[src/rtl/core/u8u16_pkg.sv]
package u8u16_pkg;

  // pending sequence lengths
  localparam logic [2:0] SEQ_NONE = 3'd0;
  localparam logic [2:0] SEQ_TWO  = 3'd2;
  localparam logic [2:0] SEQ_THREE = 3'd3;
  localparam logic [2:0] SEQ_FOUR = 3'd4;

  // bytes of the pending sequence received so far
  localparam logic [1:0] HELD_NONE = 2'd0;
  localparam logic [1:0] HELD_ONE  = 2'd1;
  localparam logic [1:0] HELD_TWO  = 2'd2;
  localparam logic [1:0] HELD_THREE = 2'd3;

  // malformed lengths
  localparam logic [1:0] ERR_NONE  = 2'd0;
  localparam logic [1:0] ERR_ONE   = 2'd1;
  localparam logic [1:0] ERR_TWO   = 2'd2;
  localparam logic [1:0] ERR_THREE = 2'd3;

  // special lead bytes
  localparam logic [7:0] LEAD_E0 = 8'hE0;
  localparam logic [7:0] LEAD_F0 = 8'hF0;
  localparam logic [7:0] LEAD_F4 = 8'hF4;

  // supplementary plane offset and surrogate prefixes
  localparam logic [19:0] SUPP_OFFSET = 20'h10000;
  localparam logic [5:0]  HI_SURR_PREFIX = 6'b110110;
  localparam logic [5:0]  LO_SURR_PREFIX = 6'b110111;

  // number of result slots in the output queue
  localparam int unsigned QUEUE_DEPTH = 4;

  typedef struct packed {
    logic [15:0] unit_value;
    logic        is_error;
    logic [1:0]  error_length;
    logic        last;
  } result_t;

  // everything one byte produces
  typedef struct packed {
    logic [1:0] count;
    result_t    first;
    result_t    second;
  } step_t;

  localparam result_t RESULT_NONE = '{unit_value: 16'h0000, is_error: 1'b0,
                                      error_length: ERR_NONE, last: 1'b0};

endpackage

[src/rtl/core/u8u16_decode.sv]
module u8u16_decode (
  input  logic            clk,
  input  logic            rst,
  input  logic            advance,
  input  logic [7:0]      in_byte,
  output u8u16_pkg::step_t step
);
  import u8u16_pkg::*;

  typedef struct packed {
    logic [7:0]  lead_held;
    logic [20:0] partial_code;
    logic [1:0]  bytes_held;
    logic [2:0]  sequence_length;
  } dec_state_t;

  typedef struct packed {
    logic       emit;
    result_t    res;
    dec_state_t st;
  } seq_start_t;

  localparam dec_state_t STATE_IDLE = '{lead_held: 8'h00, partial_code: 21'h0,
                                        bytes_held: HELD_NONE,
                                        sequence_length: SEQ_NONE};

  // decode a byte as the first byte of a new sequence
  function automatic seq_start_t begin_seq(input logic [7:0] b);
    seq_start_t s;
    s.emit = 1'b0;
    s.res  = RESULT_NONE;
    s.st   = STATE_IDLE;
    unique case (b) inside
      [8'h00:8'h7F]: begin
        s.emit = 1'b1;
        s.res.unit_value = {8'h00, b};
      end
      [8'hC2:8'hDF]: begin
        s.st.sequence_length = SEQ_TWO;
        s.st.partial_code = {16'h0, b[4:0]};
      end
      [8'hE0:8'hEF]: begin
        s.st.sequence_length = SEQ_THREE;
        s.st.partial_code = {17'h0, b[3:0]};
      end
      [8'hF0:8'hF4]: begin
        s.st.sequence_length = SEQ_FOUR;
        s.st.partial_code = {18'h0, b[2:0]};
      end
      default: begin
        s.emit = 1'b1;
        s.res.is_error = 1'b1;
        s.res.error_length = ERR_ONE;
      end
    endcase
    if (!s.emit) begin
      s.st.lead_held  = b;
      s.st.bytes_held = HELD_ONE;
    end
    return s;
  endfunction

  dec_state_t  state;
  dec_state_t  state_next;
  seq_start_t  start;
  logic        cont;
  logic [20:0] acc;
  logic [19:0] supp;
  logic        brk;
  logic [1:0]  brk_len;
  step_t       step_c;

  // one byte through the sequence rules
  always_comb begin
    cont    = (in_byte[7:6] == 2'b10);
    acc     = {state.partial_code[14:0], in_byte[5:0]};
    supp    = acc[19:0] - SUPP_OFFSET;
    start   = begin_seq(in_byte);
    brk     = 1'b0;
    brk_len = ERR_ONE;
    state_next = state;
    step_c.count  = 2'd0;
    step_c.first  = RESULT_NONE;
    step_c.second = RESULT_NONE;

    if (state.sequence_length == SEQ_TWO && state.bytes_held == HELD_ONE) begin
      if (!cont) begin
        brk = 1'b1;
      end else begin
        state_next = STATE_IDLE;
        step_c.count = 2'd1;
        step_c.first.unit_value = acc[15:0];
      end
    end else if (state.sequence_length == SEQ_THREE && state.bytes_held == HELD_ONE) begin
      // overlong three-byte form after E0
      if (!cont || (state.lead_held == LEAD_E0 && in_byte[5] == 1'b0)) begin
        brk = 1'b1;
      end else begin
        state_next.partial_code = acc;
        state_next.bytes_held = HELD_TWO;
      end
    end else if (state.sequence_length == SEQ_THREE && state.bytes_held == HELD_TWO) begin
      if (!cont) begin
        brk = 1'b1;
        brk_len = ERR_TWO;
      end else begin
        state_next = STATE_IDLE;
        step_c.count = 2'd1;
        // encoded surrogates are rejected whole
        if (acc[20:11] == 10'b0000011011) begin
          step_c.first.is_error = 1'b1;
          step_c.first.error_length = ERR_THREE;
        end else begin
          step_c.first.unit_value = acc[15:0];
        end
      end
    end else if (state.sequence_length == SEQ_FOUR && state.bytes_held == HELD_ONE) begin
      // F0 needs 90-BF, F4 needs 80-8F
      if (!cont ||
          (state.lead_held == LEAD_F0 && in_byte[5:4] == 2'b00) ||
          (state.lead_held == LEAD_F4 && in_byte[5:4] != 2'b00)) begin
        brk = 1'b1;
      end else begin
        state_next.partial_code = acc;
        state_next.bytes_held = HELD_TWO;
      end
    end else if (state.sequence_length == SEQ_FOUR && state.bytes_held == HELD_TWO) begin
      if (!cont) begin
        brk = 1'b1;
        brk_len = ERR_TWO;
      end else begin
        state_next.partial_code = acc;
        state_next.bytes_held = HELD_THREE;
      end
    end else if (state.sequence_length == SEQ_FOUR && state.bytes_held == HELD_THREE) begin
      if (!cont) begin
        brk = 1'b1;
        brk_len = ERR_THREE;
      end else begin
        state_next = STATE_IDLE;
        step_c.count = 2'd2;
        step_c.first.unit_value  = {HI_SURR_PREFIX, supp[19:10]};
        step_c.second.unit_value = {LO_SURR_PREFIX, supp[9:0]};
      end
    end else begin
      // idle, or a state no byte sequence reaches
      state_next = start.st;
      if (start.emit) begin
        step_c.count = 2'd1;
        step_c.first = start.res;
      end
    end

    // broken sequence: report it, then restart on this byte
    if (brk) begin
      state_next = start.st;
      step_c.first.unit_value = 16'h0000;
      step_c.first.is_error = 1'b1;
      step_c.first.error_length = brk_len;
      if (start.emit) begin
        step_c.count = 2'd2;
        step_c.second = start.res;
      end else begin
        step_c.count = 2'd1;
      end
    end

    // flag the final result of this byte
    if (step_c.count == 2'd2) begin
      step_c.second.last = 1'b1;
    end else if (step_c.count == 2'd1) begin
      step_c.first.last = 1'b1;
    end
  end

  assign step = step_c;

  // pending sequence state
  always_ff @(posedge clk) begin
    if (rst) begin
      state <= STATE_IDLE;
    end else if (advance) begin
      state <= state_next;
    end
  end

endmodule

[src/rtl/core/u8u16_rqueue.sv]
module u8u16_rqueue (
  input  logic                clk,
  input  logic                rst,
  input  u8u16_pkg::step_t    push,
  input  logic                push_en,
  input  logic                pop,
  output logic                room,
  output logic                not_empty,
  output logic [2:0]          level,
  output u8u16_pkg::result_t  head
);
  import u8u16_pkg::*;

  result_t     slots [QUEUE_DEPTH];
  logic [1:0]  wr_ptr;
  logic [1:0]  rd_ptr;
  logic [1:0]  push_n;
  logic [2:0]  level_next;

  assign push_n     = push_en ? push.count : 2'd0;
  assign level_next = level + {1'b0, push_n} - {2'b00, pop};
  // room for the two results a byte may produce
  assign room       = (level <= 3'd2);
  assign not_empty  = (level != 3'd0);
  assign head       = slots[rd_ptr];

  // result slots
  always_ff @(posedge clk) begin
    if (push_n != 2'd0) begin
      slots[wr_ptr] <= push.first;
    end
    if (push_n == 2'd2) begin
      slots[wr_ptr + 2'd1] <= push.second;
    end
  end

  // pointers and fill level
  always_ff @(posedge clk) begin
    if (rst) begin
      wr_ptr <= 2'd0;
      rd_ptr <= 2'd0;
      level  <= 3'd0;
    end else begin
      wr_ptr <= wr_ptr + push_n;
      rd_ptr <= rd_ptr + {1'b0, pop};
      level  <= level_next;
    end
  end

endmodule

[src/rtl/core/utf8_to_utf16_decoder.sv]
// UTF-8 to UTF-16 stream decoder.
// Byte channel: byte_valid / byte_stall carry in_byte, one UTF-8 byte per
// request. Result channel: result_valid / result_stall carry unit_value,
// is_error, error_length and last; a request is taken when valid is high and
// stall is low. Each byte yields zero, one or two results; last marks the
// final result of a byte, and four-byte sequences give a high then a low
// surrogate. A malformed sequence gives an error result with its length.
// An accepted byte waits in the byte register until the result queue has room,
// is then decoded into the queue, and its first result is offered at the queue head.
// Throughput: one byte per cycle while results are taken as fast; a byte that
// yields two results occupies the result port for both, which is the only
// limit since the result queue drains one result per cycle.
// The byte register is freed whenever the four-entry result queue has room
// for two results, independent of result_stall in the same cycle.
// Reset clears the pending sequence, the byte register and the result queue.
// While the receiver stalls, the queue fills and byte_stall rises once fewer
// than two slots are free; the offered result holds steady.
module utf8_to_utf16_decoder (
  input  logic        clk,
  input  logic        rst,
  input  logic        byte_valid,
  output logic        byte_stall,
  input  logic [7:0]  in_byte,
  output logic        result_valid,
  input  logic        result_stall,
  output logic [15:0] unit_value,
  output logic        is_error,
  output logic [1:0]  error_length,
  output logic        last
);
  import u8u16_pkg::*;

  logic       hold_valid;
  logic [7:0] hold_byte;
  logic       room;
  logic       advance;
  logic       accept;
  logic       pop;
  logic [2:0] level;
  step_t      step;
  result_t    head;

  assign advance    = hold_valid && room;
  assign byte_stall = hold_valid && !room;
  assign accept     = byte_valid && !byte_stall;
  assign pop        = result_valid && !result_stall;

  // byte register
  always_ff @(posedge clk) begin
    if (rst) begin
      hold_valid <= 1'b0;
    end else if (accept) begin
      hold_valid <= 1'b1;
    end else if (advance) begin
      hold_valid <= 1'b0;
    end
  end

  always_ff @(posedge clk) begin
    if (accept) begin
      hold_byte <= in_byte;
    end
  end

  // sequence decode
  u8u16_decode u_decode (
    .clk     (clk),
    .rst     (rst),
    .advance (advance),
    .in_byte (hold_byte),
    .step    (step)
  );

  // result queue
  u8u16_rqueue u_rqueue (
    .clk       (clk),
    .rst       (rst),
    .push      (step),
    .push_en   (advance),
    .pop       (pop),
    .room      (room),
    .not_empty (result_valid),
    .level     (level),
    .head      (head)
  );

  assign unit_value   = head.unit_value;
  assign is_error     = head.is_error;
  assign error_length = head.error_length;
  assign last         = head.last;

  // queue level never exceeds its depth
  a_level_bound: assert property (@(posedge clk) disable iff (rst)
    level <= 3'(QUEUE_DEPTH))
    else $error("result queue overfilled");

  // a held byte that cannot be decoded stays held
  a_hold_kept: assert property (@(posedge clk) disable iff (rst)
    hold_valid && !room |=> hold_valid)
    else $error("held byte lost while queue full");

  // a byte giving two results leaves at least two results in the queue
  a_pair_push: assert property (@(posedge clk) disable iff (rst)
    advance && step.count == 2'd2 |=> level >= 3'd2)
    else $error("surrogate pair or split error not queued");

  // every decoded request that yields results ends with a last flag, and only there
  a_last_mark: assert property (@(posedge clk) disable iff (rst)
    advance && step.count != 2'd0 |->
      ((step.count == 2'd1 && step.first.last) ||
       (step.count == 2'd2 && step.second.last && !step.first.last)))
    else $error("last flag misplaced");

endmodule
[config.mk]
export PLATFORM = sky130hd
export DESIGN_NAME = utf8_to_utf16_decoder
export DESIGN_NICKNAME = d
export VERILOG_FILES = /design/src/rtl/core/u8u16_pkg.sv /design/src/rtl/core/u8u16_decode.sv /design/src/rtl/core/u8u16_rqueue.sv /design/src/rtl/core/utf8_to_utf16_decoder.sv
export SDC_FILE = /design/constraint.sdc
export NUM_CORES = 1
export LEC_CHECK = 0
export ABC_AREA = 1
export ABC_CLOCK_PERIOD_IN_PS = 7100
export BUFFER_PORTS_ARGS = -buffer_cell sky130_fd_sc_hd__buf_4
export CORE_UTILIZATION = 60
export CTS_CLUSTER_SIZE = 24
export DETAILED_ROUTE_END_ITERATION = 7
export GPL_TIMING_DRIVEN = 1
export HOLD_SLACK_MARGIN = 0.06
export PLACE_DENSITY = 0.78
export SLEW_MARGIN = 25
export SYNTH_ARGS = -nofsm -noshare
export SYNTH_HDL_FRONTEND = slang
export SYNTH_HIERARCHICAL = 1
export SYNTH_SLANG_ARGS = --single-unit
export TNS_END_PERCENT = 1
[constraint.sdc]
create_clock -name clk -period 7.1 [get_ports clk]
set_clock_uncertainty 0.15 [all_clocks]
set_input_delay 1.775 -clock clk [delete_from_list [all_inputs] [get_ports clk]]
set_output_delay 1.775 -clock clk [all_outputs]
set_load 0.02 [all_outputs]
==> flow_metrics.py <==
metrics = {
    "status": {
        "status": "finished, violations left",
        "violations": "design-rule violations",
    },
    "synth": {
        "synth_enable_flop_cells": 88,
        "yosys_warnings": 6,
        "synthTopCellsByArea": "edfxtp_1, o21ai_0, nand2_1",
        "synth_ff_type": "edfxtp_1",
        "async_flop_share_pct": 0,
        "synth_seq_area_share_pct": 46.07,
        "synthCells": 957,
        "synth_largest_area_cell": "edfxtp_1",
        "synth_top_area_share_pct": 36.20,
        "synth-seq-cells": 124,
        "syn_avg_cell_area_um2": 7.629,
        "synth_cell_types": 43,
        "synth_area_um2": 7301,
    },
    "sta": {
        "report.final.setup_viol": 0,
        "slew_headroom_pct": 37.21,
        "fin_ws_ns": 2.614,
        "max_slew.worst_pin.slew_ns": 0.9384,
        "drv_slew": 0,
        "tns_ns": 0,
        "clock.fmax_ghz": 0.2229,
        "timing.final.crit_share_pct": 63.19,
        "grt_setup_unrepaired": "no",
        "timing.final.crit_period_ns": 4.486,
        "holdWs_ns": 0.3116,
        "hold_violations": 0,
    },
    "floorplanning": {
        "start_util_pct": 62.86,
        "dieHeight_um": 112.3,
        "coreArea_um2": 11610,
        "rows": 39,
        "die_area_um2": 12610,
        "io_pins": 34,
        "die_x_um": 112.3,
    },
    "global_route": {
        "grt_pass1_vias": 5999,
        "grt_max_degree": 42,
        "grt_antenna_before_repair": 0,
        "grt_pass1_wl_mm": 28.68,
        "track_usage_pct": 29.56,
        "grt-ovfl-total": 0,
    },
    "worst_setup_path": {
        "crit_required_ns": 5.18,
        "cp_max_fo": 39,
        "cp.arrival_ns": 2.56,
        "crit_type": "flip-flop to primary output",
        "endpoint_kind": "primary output",
        "start_kind": "flip-flop",
    },
    "route": {
        "routed.top_layer": "met4",
        "drcViolationCount": 5,
        "viasPerCell": 5.827,
        "drtIter0Drc": 611,
        "num_vias": 6486,
        "routed-wl-met3_mm": 1.398,
        "ant_nets": 0,
        "routed_wl_mm": 17.53,
        "wire_per_inst_um": 15.75,
        "drtPass1Iterations": 8,
        "wl_met2_mm": 8.003,
        "wl_met1_mm": 7.362,
    },
    "flow_run": {
        "maxCapViolations": 0,
    },
    "cells_and_area": {
        "area_delta_synth_final_pct": 10.66,
        "fin_nets": 974,
        "fin_util_pct": 69.56,
        "num_antenna_cells": 0,
        "drive_gt1_share_pct": 13.30,
    },
    "cts": {
        "numCtsBuffers": 17,
        "cts.sinks": 124,
        "cts-htree-levels": 4,
        "clock-root-buffer": "clkbuf_16",
        "cts.path.max_buffers": 2,
        "cts_tree": "yes",
        "post_cts_buffers": 0,
        "path_clk_slew_ns": 0.05,
        "holdBufCountCts": 0,
        "ctsResizeCount": 0,
        "clkLatencyLatePin_ns": 0.42,
    },
    "min_path": {
        "hold_class": "flip-flop to flip-flop",
    },
    "placed_design": {
        "io_buffer_count": 33,
        "dp_hpwl_mm": 11.92,
        "place_ws_ns": 2.876,
        "gp_congestion": 1.025,
    },
    "pwr": {
        "power_density_nw_per_um2": 290.7,
        "power_w": 0.002349,
        "peakVddDrop_mv": 0.1759,
        "p_leak_nw": 3.004,
    },
}
[where the power goes]
group          internal, W  switching (W)  total [W]
combinational     0.000219       0.000419   0.000637
sequential        0.000842      0.0000589   0.000901
clock             0.000509       0.000302   0.000811
total              0.00157       0.000780    0.00235
[routing by layer]
metal,global-route usage (%),vias up
li1,-,3177
met1,37.31,2906
met2,46.71,334
met3,5.400,69
met4,20.00,0
met5,0,-
[synthesized netlist by cell type (4+ instances only)]
| library cell | count |
|---|---|
| nor2_1 | 123 |
| edfxtp_1 | 88 |
| clkbuf_1 | 21 |
| nand3_2 | 9 |
| nand2_2 | 5 |
| o21ai_1 | 13 |
| nand4_1 | 8 |
| a22oi_1 | 5 |
| o21ai_0 | 175 |
| buf_4 | 7 |
| a21oi_1 | 30 |
| ha_1 | 4 |
| buf_2 | 25 |
| nor3_1 | 7 |
| a21oi_2 | 9 |
| nand3_1 | 43 |
| dfxtp_1 | 36 |
| nand2_1 | 210 |
| nor2_2 | 11 |
| inv_2 | 12 |
| inv_1 | 83 |
[through the flow]
step                      cells  cell area (um^2)
after floorplan             958              7305
after global placement     1081              7482
after detailed placement   1081              7502
after CTS                  1113              8059
after global routing       1113              8079
final                      1113              8079
[placed cells by master (no fill, tap or decap), drive strengths merged, types with 3 or more instances in the layout]
master and n:
a21oi 39, a22oi 5, buf 36, clkbuf 19, clkinv 6, clkinvlp 4, dfxtp 36, edfxtp 88
ha 4, inv 99, nand2 217, nand3 53, nand4 8, nor2 137, nor3 8, o21ai 189
o221ai 3, o22ai 4
[cells by family (layout without fill, tap and decap cells)]
| family | Yosys count | after routing | share of synthesized area [%] |
|---|---|---|---|
| AND/OR/NAND/NOR | 426 | 426 | 25.62 |
| flip-flops | 124 | 124 | 46.07 |
| AO/OA/AOI/OAI | 243 | 243 | 17.76 |
| adder cells (fa/ha/maj) | 5 | 5 | 0.9598 |
| XOR/XNOR | 4 | 4 | 0.4800 |
| other | 1 | 2 | 0.05136 |
| buffers and inverters | 154 | 166 | 9.066 |
[final timing paths]
path	startpoint	end	depth (start not counted)	slack, ns
max	u_rqueue/rd_ptr[0]$_SDFF_PP0_	unit_value[8]	5	2.61
min	u_decode/state[27]$_SDFFE_PP0P_	u_decode/state[27]$_SDFFE_PP0P_	2	0.31
max reg2reg	hold_byte[7]$_DFFE_PP_	u_rqueue/slots[1][10]$_DFFE_PP_	10	3.30
min reg2reg	u_decode/state[27]$_SDFFE_PP0P_	u_decode/state[27]$_SDFFE_PP0P_	2	0.31
[registers in the layout (all words and copies together), names as in the netlist]
register and count:
hold_byte 8, hold_valid 1, u_decode/acc 15, u_decode/state 13
u_rqueue/level 3, u_rqueue/rd_ptr 2, u_rqueue/slots 80, u_rqueue/wr_ptr 2
[worst max-delay path, cell delays in order (launching register included)]
cell and delay, ns:
dfxtp_1 0.84, buf_4 0.39, inv_2 0.27, o21ai_0 0.30
o21ai_0 0.14, buf_4 0.18
[area by class of cell]
class	instances	area (um^2)
Clock buffer	19	432.9
Clock inverter	13	123.9
Fill cell	977	3535
Sequential cell	124	3363
Inverter	98	375.4
Tap cell	143	178.9
Multi-Input combinational cell	680	3334
Timing Repair Buffer	36	270.3
Power figures use the tool's default switching activity.
